**src/design/lvf_pkg.sv**
```systemverilog
// ----------------------------------------------------------------------------
// lvf_pkg
// Shared types and constants for the line-of-sight velocity vector fit.
// ----------------------------------------------------------------------------
`default_nettype none

package lvf_pkg;

	localparam int SAMPLES_DEF = 64;    // default sample store depth
	localparam int LU_W        = 112;   // long unit datapath width
	localparam int SUM_W       = 48;    // accumulator width
	localparam int ACC_W       = 64;    // residual square sum width
	localparam int MUL_W       = 27;    // shared short multiplier operand width
	localparam int STEP_W      = 7;     // long unit step counter width
	localparam int LIMIT       = 1000000;

	// long unit operations
	typedef enum logic [2:0] {
		LU_MUL  = 3'b001,
		LU_DIV  = 3'b010,
		LU_SQRT = 3'b100
	} lu_op_t;

	typedef struct packed {
		logic done;   // one cycle pulse, results valid
		logic sat;    // quotient would not fit the step count
		logic adj;    // rounding up for DIV, remainder above root for SQRT
	} lu_stat_t;

	localparam logic [1:0] STATUS_OK       = 2'd0;
	localparam logic [1:0] STATUS_SINGULAR = 2'd1;
	localparam logic [1:0] STATUS_OVERFLOW = 2'd2;

endpackage

`default_nettype wire

```
**src/design/lvf_long_unit.sv**
```systemverilog
// ----------------------------------------------------------------------------
// lvf_long_unit
// Shared bit-serial unit: shift-add multiply, restoring divide and
// integer square root over a wide word, one bit or bit pair per cycle.
// ----------------------------------------------------------------------------
`default_nettype none

module lvf_long_unit (
	input  wire logic                         clk,
	input  wire logic                         arst_n,
	input  wire logic                         start,
	input  wire lvf_pkg::lu_op_t              op,
	input  wire logic [lvf_pkg::LU_W-1:0]     a,
	input  wire logic [lvf_pkg::LU_W-1:0]     b,
	input  wire logic [lvf_pkg::STEP_W-1:0]   steps,
	output lvf_pkg::lu_stat_t                 stat,
	output logic [lvf_pkg::LU_W-1:0]          quot,
	output logic [lvf_pkg::LU_W-1:0]          rem
);

	localparam int W = lvf_pkg::LU_W;

	lvf_pkg::lu_op_t         op_q;
	logic [W-1:0]            rem_q, d_q, q_q;
	logic [W-1:0]            d_half, root_try;
	logic [lvf_pkg::STEP_W-1:0] cnt_q;
	logic                    busy_q, done_q, sat_q, adj;

	assign d_half   = d_q >> 1;
	assign root_try = q_q + d_q;

	always_ff @(posedge clk or negedge arst_n) begin
		if (!arst_n) begin
			busy_q <= 1'b0;
			done_q <= 1'b0;
			cnt_q  <= '0;
		end else begin
			done_q <= 1'b0;
			if (start) begin
				busy_q <= 1'b1;
				cnt_q  <= steps;
			end else if (busy_q) begin
				cnt_q <= cnt_q - 1'b1;
				if (cnt_q == lvf_pkg::STEP_W'(1)) begin
					busy_q <= 1'b0;
					done_q <= 1'b1;
				end
			end
		end
	end

	always_ff @(posedge clk) begin
		if (start) begin
			op_q  <= op;
			sat_q <= 1'b0;
			unique case (op)
				lvf_pkg::LU_MUL: begin
					rem_q <= '0;
					d_q   <= a;
					q_q   <= b;
				end
				lvf_pkg::LU_DIV: begin
					rem_q <= a;
					d_q   <= b;
					q_q   <= '0;
					sat_q <= (a >= b);
				end
				lvf_pkg::LU_SQRT: begin
					rem_q <= a;
					d_q   <= W'(1) << 62;
					q_q   <= '0;
				end
				default: begin
					rem_q <= '0;
					d_q   <= '0;
					q_q   <= '0;
				end
			endcase
		end else if (busy_q) begin
			unique case (op_q)
				lvf_pkg::LU_MUL: begin
					if (q_q[0])
						rem_q <= rem_q + d_q;
					d_q <= d_q << 1;
					q_q <= q_q >> 1;
				end
				lvf_pkg::LU_DIV: begin
					d_q <= d_half;
					if (rem_q >= d_half) begin
						rem_q <= rem_q - d_half;
						q_q   <= {q_q[W-2:0], 1'b1};
					end else begin
						q_q <= {q_q[W-2:0], 1'b0};
					end
				end
				lvf_pkg::LU_SQRT: begin
					d_q <= d_q >> 2;
					if (rem_q >= root_try) begin
						rem_q <= rem_q - root_try;
						q_q   <= (q_q >> 1) + d_q;
					end else begin
						q_q <= q_q >> 1;
					end
				end
				default: begin
					d_q <= d_q;
				end
			endcase
		end
	end

	always_comb begin
		unique case (op_q)
			lvf_pkg::LU_DIV:  adj = ({rem_q, 1'b0} >= {1'b0, d_q});
			lvf_pkg::LU_SQRT: adj = (rem_q > q_q);
			default:          adj = 1'b0;
		endcase
	end

	assign stat = '{done: done_q, sat: sat_q, adj: adj};
	assign quot = q_q;
	assign rem  = rem_q;

endmodule

`default_nettype wire

```
**config.mk**
```make
export PLATFORM = sky130hd
export DESIGN_NAME = lvf_long_unit
export DESIGN_NICKNAME = d
export VERILOG_FILES = /design/src/design/lvf_pkg.sv /design/src/design/lvf_long_unit.sv
export SDC_FILE = /design/constraint.sdc
export NUM_CORES = 2
export LEC_CHECK = 0
export BUFFER_PORTS_ARGS = -buffer_cell sky130_fd_sc_hd__buf_4
export CAP_MARGIN = 20
export CORE_ASPECT_RATIO = 2
export CORE_MARGIN = 5
export CORE_UTILIZATION = 45
export DETAILED_ROUTE_END_ITERATION = 7
export GPL_ROUTABILITY_DRIVEN = 0
export MAX_ROUTING_LAYER = met4
export PLACE_DENSITY = 0.7
export SLEW_MARGIN = 20
export SYNTH_ARGS = -nofsm -noshare
export SYNTH_HDL_FRONTEND = slang
export SYNTH_SLANG_ARGS = --single-unit
export TNS_END_PERCENT = 50
```
**constraint.sdc**
```tcl
create_clock -name clk -period 12.1 [get_ports clk]
set_clock_uncertainty 0.05 [all_clocks]
set_input_delay 2.42 -clock clk [delete_from_list [all_inputs] [get_ports clk]]
set_output_delay 2.42 -clock clk [all_outputs]
set_load 0.01 [all_outputs]
```
==> results.yml, run 1 <==
run_status:
  run_status: "stopped before the end"
  haltStage: "global routing"
  error: "[ERROR GRT-0116] Global routing finished with congestion. Check the congestion regions in the DRC Viewer."
yosys:
  yosysWarnings: 0
  ys_types: 98
  netlist_area_sq_um: 59600
  netlist_instances: 7970
  syn_avg_cell_area_sq_um: 7.48
  ys_seq_elements: 349
  netlist.area_leader.share_pct: 17.1
  synth-edff-count: 340
  synth.largest_area_cell: "edfxtp_1"
  async_flop_share_pct: 2.58
  synth_ff_type: "edfxtp_1"
  synth.top_cells.by_area: "edfxtp_1 17%, ha_1 16%, a21oi_1 8.8%"
  syn-num-nets: 8995
  synth_seq_area_share_pct: 17.5
clocking:
  cts_hold_buf: 0
  cts_resized: 0
  htree_levels: 2
  clockBufferDepth: 3
  root_buffer: "clkbuf_16"
  cts_setup_buffers: 0
  numCtsBuffers: 41
  cts.sinks: 349
floorplan:
  rows: 189
  die_height_microns: 525
  initial_core_util_pct: 45.1
  die_x_microns: 267
  io_pins: 464
global_routing:
  grt_pass1_vias: 77600
  grtUsageTotal_pct: 54.2
  grt_overflow: 1009
  grt_max_degree: 127
  grt_pass1_wl_microns: 573000
placed_design:
  portBuffers: 463
  place_inst: 9786
  dpl_worst_slack_ps: 2690
  dp.final_hpwl_microns: 266000
## kinds of logic after synthesis
logic type               count (synthesis)  synth area share [%]
flip-flops                             349                  17.5
XOR/XNOR                               519                  7.62
adder cells (fa/ha/maj)                788                  16.6
multiplexers                            10                 0.172
AND/OR/NAND/NOR                       1978                  16.1
buffers and inverters                  965                  6.15
AO/OA/AOI/OAI                         3361                  35.9
## layer usage
layer	track usage, %	overflow
met5	-	-
met4	53.8	338
met3	32.9	15
met2	72.9	652
met1	51.6	4
## cell usage after synthesis (all sizes together) (44+ instances only)
cell    count
a222oi     73
o21bai    142
a211oi     47
nor3      106
xnor2     315
nand3      95
ha        783
buf        46
o211ai     54
or3        44
a22oi     180
a21oi    1048
o21ai     624
o21a       77
nor2      412
inv       502
clkbuf    417
a21o      403
nand4     274
a221oi     74
a31oi      79
nand2     670
nand2b     94
edfxtp    340
nor2b      86
o22ai     253
xor2      204
## per-stage QoR
stage	hold slack [ps]	utilization (%)	area [sq um]
2_1_floorplan	487	-	59600
3_3_place_gp	524	48.7	64300
3_5_place_dp	529	48.7	64400
4_1_cts	553	49.7	65700
==> run 2: changes to the inputs <==
Settings changed: CORE_ASPECT_RATIO 2 to not set, CORE_UTILIZATION 45 to 30, MAX_ROUTING_LAYER met4 to not set, PLACE_DENSITY 0.7 to not set, PLACE_DENSITY_LB_ADDON set to 0.15.
==> run 2 against run 1 <==
Net effect:
- the flow now finishes without violations
- area after synthesis is the same
- synthesized cell count is the same
==> results.yml, run 2 <==
placed_design:
  dpl_worst_slack_ps: 2540
  dp.final_hpwl_microns: 258000
  portBuffers: 463
global_routing:
  grt_max_degree: 142
  grtUsageTotal_pct: 28.9
  grt_pass1_vias: 63600
  antenna_found_initial: 19
  grt_pass1_wl_microns: 453000
  grt_overflow: 0
yosys:
  netlist_area_sq_um: 59600
  ys_seq_elements: 349
  async_flop_share_pct: 2.58
  synth.most_common_cell: "a21oi_1"
  netlist.area_leader.share_pct: 17.1
  synth.top_cells.by_area: "edfxtp_1 17%, ha_1 16%, a21oi_1 8.8%"
  netlist_instances: 7970
  syn-num-nets: 8995
  synth.largest_area_cell: "edfxtp_1"
  synth_seq_area_share_pct: 17.5
  yosysWarnings: 0
  synth_ff_type: "edfxtp_1"
  ys_types: 98
  syn_avg_cell_area_sq_um: 7.48
  synth_common_cells: "1048 x a21oi_1, 783 x ha_1, 670 x nand2_1, 610 x o21ai_0, 501 x inv_1"
  synth-edff-count: 340
critical_path:
  crit_path_frequent_cell: "a21oi_1"
  critical-path-top-delay-family: "compound AO/OA/AOI/OAI gates"
  worstPathArrival_ps: 10130
  r2r_setup_slack_ps: 2210
  critPathKind: "register to register"
  end_kind: "register"
  crit_buf_inv: 1
  critPathSlowestCell: "buf_4"
  critPathMaxFanout: 64
  start_kind: "register"
  cp_slowest_stage_delay_ps: 630
  required_ps: 12340
power_and_ir_drop:
  p_clk_share_pct: 9.1
  p_per_area_nw_per_um2: 281
  combPwrFrac_pct: 76.2
  p_leak_nw: 28.8
  p_int_w: 0.00800
  max-vdd-ir-drop_mv: 0.147
  p_switching_w: 0.0109
  seqPwrFrac_pct: 14.7
  switching_share_pct: 57.6
route:
  drc_errors: 0
  ant_nets: 0
  vias_per_cell: 6.24
  vias: 67400
  drt_wl_total_microns: 320000
  wl_per_cell_microns: 29.7
  drtIter0Drc: 9319
  dr.pass1.iters: 8
sta:
  worst_pin_slew_ps: 1170
  fmax_mhz: 101
  fin_setup_tns_ps: 0
  hold_viol: 0
  setup_ws_ps: 2210
  rsz0062_at_grt: "no"
  slew-limit-headroom_pct: 21.5
  slew_violations: 0
  period_minus_slack_ps: 9890
  fin_crit_sh_pct: 81.7
  setup_viol: 0
clocking:
  insertion_delay_ps: 730
  cts_tree: "yes"
  cts.sinks: 349
  cts_setup_buffers: 0
  htree_levels: 2
  cts_resized: 0
  clockBufferDepth: 3
  numCtsBuffers: 55
  cts_hold_buf: 0
  root_buffer: "clkbuf_16"
  clk_pin_slew_ps: 60
floorplan:
  die_height_microns: 456
  die_x_microns: 456
  initial_core_util_pct: 30.2
  coreArea_sq_um: 197000
  rows: 163
  io_pins: 464
  die_area_sq_um: 208000
hold_path:
  holdCritPathClass: "register to register"
flow_run:
  drv_cap: 0
run_status:
  run_status: "completed"
layout:
  drive_above_1_share_pct: 8.81
  post-route-util_pct: 34.0
  final_common_cell: "a21oi_1"
  layout.nets: 9119
  syn_to_final_growth_pct: 12.6
  final_cell_mix: "1048 x a21oi_1, 783 x ha_1, 667 x nand2_1"
  num-fill-cells: 21400
run 2: metal layers:
metal / share of wire (%) / vias up / wire length, microns / track usage [%]
li1: - / 30500 / - / -
met1: 43 / 32800 / 137000 / 39.3
met2: 44 / 3520 / 139000 / 45.2
met3: 8.7 / 568 / 28000 / 4.73
met4: 5.1 / 8 / 16300 / 12.2
met5: 0.017 / - / 55 / 0
run 2: worst paths after layout:
kind,endpoint,startpoint,depth (start not counted)
max in group asynchronous,done_q,arst_n,1
min in group asynchronous,cnt_q[4],arst_n,1
worst max register to register,rem[82],quot[0],27
worst min-delay path,done_q,cnt_q[6],2
worst min register to register,done_q,cnt_q[6],2
worst max-delay path,rem[82],quot[0],27
run 2: cells by family (layout without fill, tap and decap cells):
group	after synthesis	after routing	share of synthesized area, %
AOI/OAI and AO/OA	3361	3361	35.9
DFF	349	349	17.5
muxes	10	10	0.172
xor gates and xnor gates	519	519	7.62
and+or+nand+nor	1978	1978	16.1
adders and majority gates	788	788	16.6
other	0	11	0
buffers and inverters	965	1135	6.15
run 2: layout make-up:
class,count,area (sq um),share of cell area (%)
Tap cell,2640,3300,4.92
Antenna cell,11,27.5,0.0410
Clock inverter,38,359,0.535
Sequential cell,349,10400,15.5
Inverter,502,1890,2.81
Timing Repair Buffer,530,4040,6.01
Clock buffer,65,1440,2.14
Multi-Input combinational cell,6656,45700,68.0
run 2: stage by stage:
stage                     power, W  instances  instance area (sq um)  hold slack [ps]
final                       0.0189      10800                  67100              541
after CTS                   0.0185      10800                  67100              545
after global placement      0.0167      10700                  65300              521
after floorplan             0.0118       7970                  59600              487
after global routing        0.0200      10800                  67100              583
after detailed placement    0.0167      10700                  65300              514
run 2: power groups by stage:
stage          Sequential [W]  Combinational, W  Clock [W]
3_5_place_dp          0.00276            0.0139          0
4_1_cts               0.00274            0.0140    0.00173
5_1_grt               0.00278            0.0154    0.00177
2_1_floorplan         0.00231           0.00951          0
6_report              0.00278            0.0144    0.00171
3_3_place_gp          0.00276            0.0139          0
run 2: worst min-delay path, cell delays in order, from the launching register on:
cell and delay, ps:
dfrtp_1 360, nand3b_1 130, nor3b_1 60
Note: power is estimated with default switching activity, not from simulation.
