$ cat src/design/lvf_cordic.sv
// ----------------------------------------------------------------------------
// lvf_cordic
// Iterative 16 step rotation unit: azimuth in hundredths of a degree to
// sine and cosine in Q14, folded to +-90 degrees and clamped.
// ----------------------------------------------------------------------------
`default_nettype none

module lvf_cordic (
	input  wire logic               clk,
	input  wire logic               arst_n,
	input  wire logic               start,
	input  wire logic signed [16:0] azimuth,
	output logic                    done,
	output logic signed [15:0]      sine,
	output logic signed [15:0]      cosine
);

	function automatic logic signed [24:0] step_angle(input logic [3:0] i);
		unique case (i)
			4'd0:  step_angle = 25'sd1152000;
			4'd1:  step_angle = 25'sd680065;
			4'd2:  step_angle = 25'sd359328;
			4'd3:  step_angle = 25'sd182400;
			4'd4:  step_angle = 25'sd91554;
			4'd5:  step_angle = 25'sd45822;
			4'd6:  step_angle = 25'sd22916;
			4'd7:  step_angle = 25'sd11459;
			4'd8:  step_angle = 25'sd5730;
			4'd9:  step_angle = 25'sd2865;
			4'd10: step_angle = 25'sd1432;
			4'd11: step_angle = 25'sd716;
			4'd12: step_angle = 25'sd358;
			4'd13: step_angle = 25'sd179;
			4'd14: step_angle = 25'sd90;
			4'd15: step_angle = 25'sd45;
			default: step_angle = 25'sd0;
		endcase
	endfunction

	function automatic logic signed [15:0] fin(input logic signed [19:0] v, input logic flip);
		logic signed [19:0] r;
		logic signed [15:0] c;
		r = (v + 20'sd2) >>> 2;
		if (r > 20'sd16384)
			c = 16'sd16384;
		else if (r < -20'sd16384)
			c = -16'sd16384;
		else
			c = r[15:0];
		fin = flip ? -c : c;
	endfunction

	logic signed [18:0] t0, t1, a2, a3;
	logic               flip_n;
	logic signed [19:0] x_q, y_q, dx, dy;
	logic signed [24:0] z_q;
	logic [3:0]         i_q;
	logic               busy_q, done_q, flip_q;

	// fold to one turn, then to +-90 degrees
	always_comb begin
		t0 = 19'(azimuth) + (azimuth[16] ? 19'sd72000 : 19'sd0);
		priority if (t0 >= 19'sd108000)
			t1 = t0 - 19'sd108000;
		else if (t0 >= 19'sd72000)
			t1 = t0 - 19'sd72000;
		else if (t0 >= 19'sd36000)
			t1 = t0 - 19'sd36000;
		else
			t1 = t0;
		a2 = (t1 > 19'sd18000) ? t1 - 19'sd36000 : t1;
		flip_n = 1'b1;
		priority if (a2 > 19'sd9000)
			a3 = a2 - 19'sd18000;
		else if (a2 < -19'sd9000)
			a3 = a2 + 19'sd18000;
		else begin
			a3 = a2;
			flip_n = 1'b0;
		end
	end

	assign dx = y_q >>> i_q;
	assign dy = x_q >>> i_q;

	always_ff @(posedge clk or negedge arst_n) begin
		if (!arst_n) begin
			busy_q <= 1'b0;
			done_q <= 1'b0;
			i_q    <= '0;
		end else begin
			done_q <= 1'b0;
			if (start) begin
				busy_q <= 1'b1;
				i_q    <= '0;
			end else if (busy_q) begin
				i_q <= i_q + 4'd1;
				if (i_q == 4'd15) begin
					busy_q <= 1'b0;
					done_q <= 1'b1;
				end
			end
		end
	end

	always_ff @(posedge clk) begin
		if (start) begin
			x_q    <= 20'sd39797;
			y_q    <= '0;
			z_q    <= 25'(a3) <<< 8;
			flip_q <= flip_n;
		end else if (busy_q) begin
			if (!z_q[24]) begin
				x_q <= x_q - dx;
				y_q <= y_q + dy;
				z_q <= z_q - step_angle(i_q);
			end else begin
				x_q <= x_q + dx;
				y_q <= y_q - dy;
				z_q <= z_q + step_angle(i_q);
			end
		end
	end

	assign done   = done_q;
	assign cosine = fin(x_q, flip_q);
	assign sine   = fin(y_q, flip_q);

endmodule

`default_nettype wire

$ cat config.mk
export PLATFORM = sky130hd
export DESIGN_NAME = lvf_cordic
export DESIGN_NICKNAME = d
export VERILOG_FILES = /design/src/design/lvf_cordic.sv
export SDC_FILE = /design/constraint.sdc
export NUM_CORES = 1
export LEC_CHECK = 0
export BUFFER_PORTS_ARGS = -buffer_cell sky130_fd_sc_hd__buf_2
export CORE_UTILIZATION = 30
export CTS_BUF_LIST = sky130_fd_sc_hd__clkbuf_4
export DETAILED_ROUTE_END_ITERATION = 10
export RECOVER_POWER = 50
export SLEW_MARGIN = 30
export SYNTH_ARGS = -nofsm -noshare
export SYNTH_HDL_FRONTEND = slang
export SYNTH_SLANG_ARGS = --single-unit
$ cat constraint.sdc
create_clock -name clk -period 17.2 [get_ports clk]
set_input_delay 1.72 -clock clk [delete_from_list [all_inputs] [get_ports clk]]
set_output_delay 1.72 -clock clk [all_outputs]
set_load 0.005 [all_outputs]
# Yosys cells after proc, flatten, opt, wreduce, memory -nomap -nowiden
# Memory sizes are Yosys's and may differ from the RTL's.
# Index checks and enable logic that the tools add are counted.
# W data, S select, Z words.
# classes
n_addsub	18
n_reduce_logical	1
n_lt_le_gt_ge	10
mux	33
shift	2
n_eq_ne	1
# op_table
op	n
$mux W25	9
$mux W16	6
$mux W19	4
$mux W17	3
$add A20 B20 Y20	2
$add A20 B3 Y20 const B	2
$mux W20	2
$sshr A20 B4 Y20	2
$sub A20 B20 Y20	2
$ge A19 B18 Y1 const B	2
$sub A19 B17 Y19 const B	2
$sub A19 B18 Y19 const B	2
$gt A18 B16 Y1 const B	2
$lt A18 B15 Y1 const B	2
$neg A16 Y16	2
$add A25 B25 Y25	1
$sub A25 B25 Y25	1
$add A17 B18 Y19	1
$ge A19 B17 Y1 const B	1
$gt A19 B15 Y1 const B	1
$gt A19 B16 Y1 const B	1
$lt A19 B15 Y1 const B	1
$add A17 B16 Y17 const B	1
$sub A17 B16 Y17 const B	1
other kinds (5)	12
# word_totals
reg_bits	72
input_bits	20
mem_count	2
mem_bits_ro	672
out_inout_bits	33
# mem_list
memory	words	word_bits	read_ports	rd_clocked_by_memory_dff	write_ports	line_no	source
(no name shown)	16	21	1	0	0	19	unique case (i)
(no name shown)	16	21	1	0	0	19	

# Logic depth before layout (Yosys ltp)
# Gate-level depths: netlist of the first run.
# logic_depth
word_depth	12
ltp_mapped	31
depth_no_buf	26

# Worst setup path before layout of the first run
# OpenSTA, ideal clock, no wires.
# synth_timing
path_type	input to register
start	input port azimuth[11]
end	register z_q[24] (data pin)
arrival_time_ns	6.450
setup_time_ns	0.254
setup_slack_ns	10.496
cell_stages	23
cell_sequence	ha_1 clkbuf_2 nand3_1 o32a_2 xnor2_1 a2111oi_4 a211oi_1 nor3_4 xor2_2 o2111ai_1 o221ai_2 and2_4 buf_2 nor2_1 a21oi_1 inv_1 ha_1 nand2b_1 a311oi_1 o21ai_0 a31oi_1 a21oi_1 a21o_1
# synth_via
elab_chain_cells	11
word_cells_on_any_way	20
cone_classes	7 x add/sub; 6 x order compare; 7 x mux
# synth_rtl
element	line_no	source
start, declared	12	input wire logic signed [16:0] azimuth,
$add A17 B18 Y19 (*)	62	t0 = 19'(azimuth) + (azimuth[16] ? 19'sd72000 : 19'sd0);
$sub A19 B17 Y19 or $ge A19 B17 Y1 (tied branches)	68, 67	
$mux W19	67	else if (t0 >= 19'sd36000)
$mux W19	65	else if (t0 >= 19'sd72000)
$mux W19 (*)	63	priority if (t0 >= 19'sd108000)
$sub A19 B17 Y19 or $gt A19 B16 Y1 (tied branches)	71	a2 = (t1 > 19'sd18000) ? t1 - 19'sd36000 : t1;
$mux W19 (*)	71	
$add A17 B16 Y17 or $lt A19 B15 Y1 (tied branches)	76, 75	
$mux W17	75	else if (a2 < -19'sd9000)
$mux W17 (*)	73	priority if (a2 > 19'sd9000)
$mux W25 (*)	107	if (start) begin
end signal, assigned	110	z_q <= 25'(a3) <<< 8;
end signal, assigned	116	z_q <= z_q - step_angle(i_q);
end signal, assigned	120	z_q <= z_q + step_angle(i_q);
end, declared	56	logic signed [24:0] z_q;
# Every way passes the cells marked *; elsewhere a longest branch is shown, timed or not.
# A chain may end at the register's enable or synchronous reset.

# Worst setup path after layout of the first run
# layout_timing
start	register i_q[0]
end	register z_q[23] (data pin)
# layout_via
elab_chain_cells	8
word_cells_on_any_way	13
cone_classes	2 x add/sub; 9 x mux; 2 x memory
# layout_rtl
element	line_no	source
start, declared	57	logic [3:0] i_q;
start signal, assigned	97	i_q <= i_q + 4'd1;
$mem_v2 Z16 W21	n/a	
$mux W25	113	if (!z_q[24]) begin
$mux W25	112	end else if (busy_q) begin
$mux W25	107	
$sub A25 B25 Y25 or $add A25 B25 Y25 (tied branches)	116, 120	
$mux W25 (*)	113	
$mux W25 (*)	112	
$mux W25 (*)	107	
# Every way passes the cells marked *; elsewhere a longest branch is shown, timed or not. The select of a mux whose other input is x is not followed.

==> results_dict.tcl, run 1 <==
set metrics [dict create \
    status "complete, but fails checks" \
    violations "max-capacitance violations, max-slew violations" \
    tightest_slew_ps 3520 \
    grt_use_total_pct 17.0 \
    overflow 0 \
    antenna_found_initial 2 \
    gp_congestion 0.870 \
    crit_fanout 51 \
    slew_violations 89 \
    p_switching_mw 1.47 \
    tns_ps 0 \
    crit_path_end_kind "register" \
    fp-row-count 75 \
    slowest_delay_ps 2460 \
    yosysMostFrequentCell "nand2_1" \
    die_y_um 210 \
    hold_start "z_q[6]" \
    yosysTopAreaCellShare_pct 8.72 \
    leakage_nw 5.44 \
    arrival_ps 8970 \
    cts_max_level 3 \
    fmax_mhz 114 \
    async_flop_share_pct 8.33 \
    setup-violations-final 0 \
    grt_pass1_vias 12100 \
    core_um2 42200 \
    cts_made_buffers 9 \
    clk_latency_ps 480 \
    crit_required_ps 17370 \
    ys_warn_count 0 \
    r2r-start "i_q[0]" \
    clk_path_buf_depth 2 \
    fin_ws_ps 8410 \
    synth.net_count 1884 \
    max_cap_viol_count 2 \
    start_util_pct 30.6 \
    cpMaxStageDelayCell "clkbuf_1" \
    rsz0062_at_grt "no" \
    cts.sinks 72 \
    p_int_mw 1.33 \
    r2r_end "z_q[23]" \
    min_path_cells 2 \
    wl_mm 38.1 \
    pwr-share-comb_pct 81.4 \
    synthTopCellsByCount "nand2_1, nor2_1, a21oi_1, xnor2_1, o21ai_0" \
    crit_type "register to register" \
    power.share.sequential_pct 14.3 \
    cellPowerDensity_nw_per_um2 205 \
    crit_end "z_q[23]" \
    postSynthAreaPerCell_um2 7.29 \
    wl_per_cell_um 16.7 \
    io_pins 53 \
    skew_ps 31.9 \
    drcViolationCount 0 \
    yosys.area.top_type "ha_1" \
    cts_setup_buffers 0 \
    dp_hpwl_mm 28.7 \
    clkPwrFrac_pct 4.4 \
    vias 12900 \
    p_sw_share_pct 52.4 \
    final_layout_size_suffix_gt1_share_pct 9.76 \
    reg2reg_slack_ps 8410 \
    grt_max_degree 72 \
    grt_pass1_wl_mm 61.9 \
    ys_ff_latch 72 \
    portBuffers 52 \
    clk_pin_slew_ps 150 \
    dieArea_um2 43900 \
    drt_iter0_markers 1092 \
    preCtsSetupSlack_ps 8520 \
    min-delay-path-class "register to register" \
    syn2layout_area_growth_pct 5.70 \
    antenna_left 0 \
    cts_hold_buf 0 \
    synth_flop_cell "dfxtp_1" \
    seq_area_frac_synth_pct 12.8 \
    reg2reg_depth 25 \
    cts_resized 0 \
    max_slew_margin_pct -135 \
    dr.pass1.iters 6 \
    post-route-util_pct 32.3 \
    synth_cells 1771 \
    cp-startpoint "i_q[0]" \
    die_w_um 210 \
    ir_drop_v 0.0000742 \
    fin_nets 1849 \
    synth_cell_types 112 \
    vias_per_cell 5.67 \
    synth_edf_count 18 \
    yosys-top-cells-area "ha_1, xnor2_1, dfxtp_1" \
    final_hold_viol_count 0 \
    period_share_pct 51.1 \
    clock-root-buffer "clkbuf_4" \
    synthesis.area_um2 12900 \
    worstSetupStartpointType "register" \
    final.min_clock_period_ps 8790 \
    cts_tree "done" \
]
worst min-delay path by stage:
stage / to / slack, ps
5_1_grt: z_q[6] / 500
6_report: z_q[6] / 480
3_3_place_gp: z_q[5] / 440
4_1_cts: z_q[6] / 480
2_1_floorplan: z_q[5] / 430
3_5_place_dp: z_q[6] / 460
state kept, by name, summed over array words and instances (netlist names):
name	count
z_q	25
x_q	20
y_q	20
i_q	4
busy_q	1
done	1
flip_q	1
cells by family (layout without fill, tap and decap cells):
logic type                 after synthesis  count (layout)  synth area share (%)
xor gates and xnor gates               200             200                  13.7
DFF                                     72              72                  12.8
other                                    0               2                     0
muxes                                   80              80                  9.14
adders and majority gates               93              93                  9.18
buffers and inverters                  182             152                  5.62
AOI/OAI and AO/OA                      509             509                  26.3
and+or+nand+nor                        635             635                  23.3
per-layer routing:
layer | global-route usage, % | share of wire, % | routed length [um] | up-vias
met4 | 5.13 | 2.1 | 781 | 0
li1 | - | - | - | 6347
met3 | 1.81 | 5.5 | 2080 | 62
met1 | 22.1 | 45 | 17000 | 6119
met2 | 29.3 | 48 | 18200 | 415
met5 | 0 | 0 | 0 | -
placed cells by master, fill, tap and decap left out, types with 11 or more instances in the layout:
master,count
o31ai_1,15
nor3_1,44
ha_1,90
o22ai_1,17
o21bai_1,18
a21o_1,16
xor2_1,69
mux4_2,30
buf_4,12
xnor2_1,128
edfxtp_1,18
o21ai_0,119
and3_1,30
inv_1,63
nand3_1,61
nor2b_1,14
a21oi_1,138
mux2i_1,46
nand4_1,18
buf_2,50
or3_1,11
and2_1,16
o21a_1,13
nand2b_1,16
nand2_1,190
a31oi_1,28
nor2_1,178
dfxtp_1,48
a211oi_1,13
o211ai_1,13
power groups by stage:
| stage | clock [mW] | sequential, mW | combinational [mW] |
|---|---|---|---|
| finish | 0.123 | 0.399 | 2.28 |
| global route | 0.134 | 0.412 | 2.55 |
| CTS | 0.128 | 0.395 | 2.27 |
| detailed placement | 0 | 0.400 | 2.25 |
| global placement | 0 | 0.395 | 2.21 |
| floorplan | 0 | 0.310 | 1.88 |
stage by stage:
stage               instances  hold WS (ps)  total power, mW  area [um^2]
CTS                      2280           479             2.79        13600
global route             2282           501             3.09        13700
detailed placement       2264           455             2.65        13500
global placement         2264           444             2.61        13500
floorplan                1771           432             2.19        12900
finish                   2282           480             2.80        13700
worst max-delay path, delay by kind of cell, from the launching register on:
| family | cells | cell delay, ps |
|---|---|---|
| xor gates and xnor gates | 2 | 280 |
| and+or+nand+nor | 4 | 720 |
| AOI/OAI and AO/OA | 15 | 3030 |
| buffers and inverters | 2 | 3000 |
| adders and majority gates | 2 | 1080 |
| DFF | 1 | 370 |
final cells by class:
| cell class | instances | area, um^2 |
|---|---|---|
| Multi-Input combinational cell | 1517 | 10600 |
| Timing Repair Buffer | 67 | 359 |
| Clock buffer | 10 | 75.1 |
| Antenna cell | 2 | 5.00 |
| Sequential cell | 72 | 1650 |
| Tap cell | 539 | 674 |
| Fill cell | 4502 | 28600 |
| Inverter | 69 | 260 |
| Clock inverter | 6 | 67.6 |
Power figures use the tool's default switching activity.
==> run 2, diff against run 1 <==
- clock period: 17.2 -> 8.8 ns (I/O delays scaled with it)
==> run 2 against run 1 <==
Against the previous run: the run still ends with max-capacitance violations, max-slew violations left; die area unchanged; global-route usage is 0.072 points higher; sequential cell count unchanged; critical endpoint is now y_q[19]; sequential power is 96% higher.
==> results_dict.tcl, run 2 (synthesis gave the netlist of run 1 again) <==
set metrics [dict create \
    vias 13000 \
    portBuffers 52 \
    final.min_clock_period_ps 7320 \
    largest_register "z_q" \
    route.top_layer_used "met5" \
    p_sw_share_pct 52.5 \
    placed_area_um2 13500 \
    wl_per_cell_um 16.7 \
    slew_violations 37 \
    fillers 4571 \
    crit_fanout 25 \
    overflow 0 \
    max_slew_margin_pct -39.5 \
    power.share.sequential_pct 14.3 \
    tightest_slew_ps 2090 \
    final_cell_mix "nand2_1, nor2_1, a21oi_1, xnor2_1, o21ai_0" \
    wl_met2_mm 17.7 \
    place_inst 2266 \
    fin_cells 2283 \
    wl_mm 38.1 \
    arrival_ps 7600 \
    cts_resized 0 \
    final_common_cell "nand2_1" \
    cts_tree "done" \
    top_regs "z_q x25, x_q x20, y_q x20" \
    preCtsSetupSlack_ps 1450 \
    wl_met3_mm 1.58 \
    tns_ps 0 \
    clock-root-buffer "clkbuf_4" \
    antenna_found_initial 2 \
    die_y_um 210 \
    cts.sinks 72 \
    dr.pass1.iters 5 \
    final_hold_viol_count 0 \
    core_um2 42200 \
    ir_drop_v 0.000134 \
    leakage_nw 5.42 \
    cts_setup_buffers 0 \
    rsz0062_at_grt "no" \
    clk_path_buf_depth 2 \
    cts_made_buffers 9 \
    fin_nets 1851 \
    skew_ps 40.1 \
    clkPwrFrac_pct 4.4 \
    final_layout_size_suffix_gt1_share_pct 9.52 \
    p_int_mw 2.59 \
    grt_pass1_wl_mm 62.0 \
    drcViolationCount 0 \
    reg2reg_slack_ps 1480 \
    finalPower_mw 5.47 \
    period_share_pct 83.2 \
    clk_pin_slew_ps 160 \
    dieArea_um2 43900 \
    start_util_pct 30.6 \
    fmax_mhz 137 \
    p_switching_mw 2.87 \
    grt_use_total_pct 17.0 \
    io_pins 53 \
    violations "max-capacitance violations, max-slew violations" \
    clk_latency_ps 490 \
    crit_path_end_kind "register" \
    cellPowerDensity_nw_per_um2 401 \
    cts_hold_buf 0 \
    antenna_left 0 \
    fp-row-count 75 \
    gp_congestion 0.884 \
    grt_pass1_vias 12300 \
    cts_max_level 3 \
    grt_max_degree 72 \
    fin_area_um2 13700 \
    wirelength_met1_mm 17.8 \
    pwr-share-comb_pct 81.2 \
    crit_required_ps 9070 \
    crit_type "register to register" \
    dp_hpwl_mm 28.7 \
    drt_iter0_markers 991 \
    largest_reg_flops 25 \
    setup-violations-final 0 \
    vias_per_cell 5.68 \
    worstSetupStartpointType "register" \
    max_cap_viol_count 1 \
    die_w_um 210 \
    min-delay-path-class "input port to asynchronous set/reset pin" \
    fin_ws_ps 1480 \
    syn2layout_area_growth_pct 5.68 \
    status "complete, but fails checks" \
]
run 2: critical path, cell delays in order, from the launching register on:
cell	delay [ps]
dfrtp_1	1300
buf_4	460
mux4_2	590
nand2_1	90
nand2_1	80
a21oi_1	450
ha_1	330
a21oi_1	420
ha_1	320
nor2b_1	130
o21ai_0	210
a21boi_0	170
o21ai_0	230
a21boi_0	150
o21ai_0	230
a21boi_0	150
o21ai_0	220
a21boi_0	180
o211ai_1	250
a21oi_1	130
o31ai_1	420
o21ai_0	190
mux2i_1	200
xnor2_1	140
nor2_1	50
run 2: power by group through the flow:
stage / sequential (mW) / combinational [mW] / clock [mW]
2_1_floorplan: 0.606 / 3.68 / 0
3_3_place_gp: 0.780 / 4.31 / 0
3_5_place_dp: 0.788 / 4.41 / 0
4_1_cts: 0.778 / 4.43 / 0.246
5_1_grt: 0.811 / 4.98 / 0.260
6_report: 0.784 / 4.44 / 0.243
run 2: worst paths after layout:
check | startpoint | endpoint | cells past startpoint
worst max-delay path | i_q[0] | y_q[19] | 24
worst min-delay path | arst_n | i_q[0] | 1
worst max register to register | i_q[0] | y_q[19] | 24
worst min register to register | z_q[6] | z_q[6] | 2
max in group asynchronous | arst_n | i_q[3] | 1
min in group clk | z_q[6] | z_q[6] | 2
run 2: final cells by class:
cell class	count	area, um^2	share of cell area (%)
flip-flops and latches	72	1650	12.1
well taps	539	674	4.94
diodes	1	2.50	0.0183
multi-input cells	1517	10600	77.3
clock inverters	7	73.8	0.541
clock buffers	9	67.6	0.495
repair buffers	69	363	2.66
inverters	69	260	1.91
run 2: per-layer routing:
metal	vias to the layer above	track usage (%)
met2	341	29.0
met3	71	1.78
met5	-	0
met1	6167	22.3
li1	6376	-
met4	2	5.91
run 2: through the flow:
stage               hold slack [ps]  utilization (%)
floorplan                       432                -
global placement                444             32.0
detailed placement              454             32.0
CTS                             177             32.4
global route                    284             32.3
finish                          275             32.3
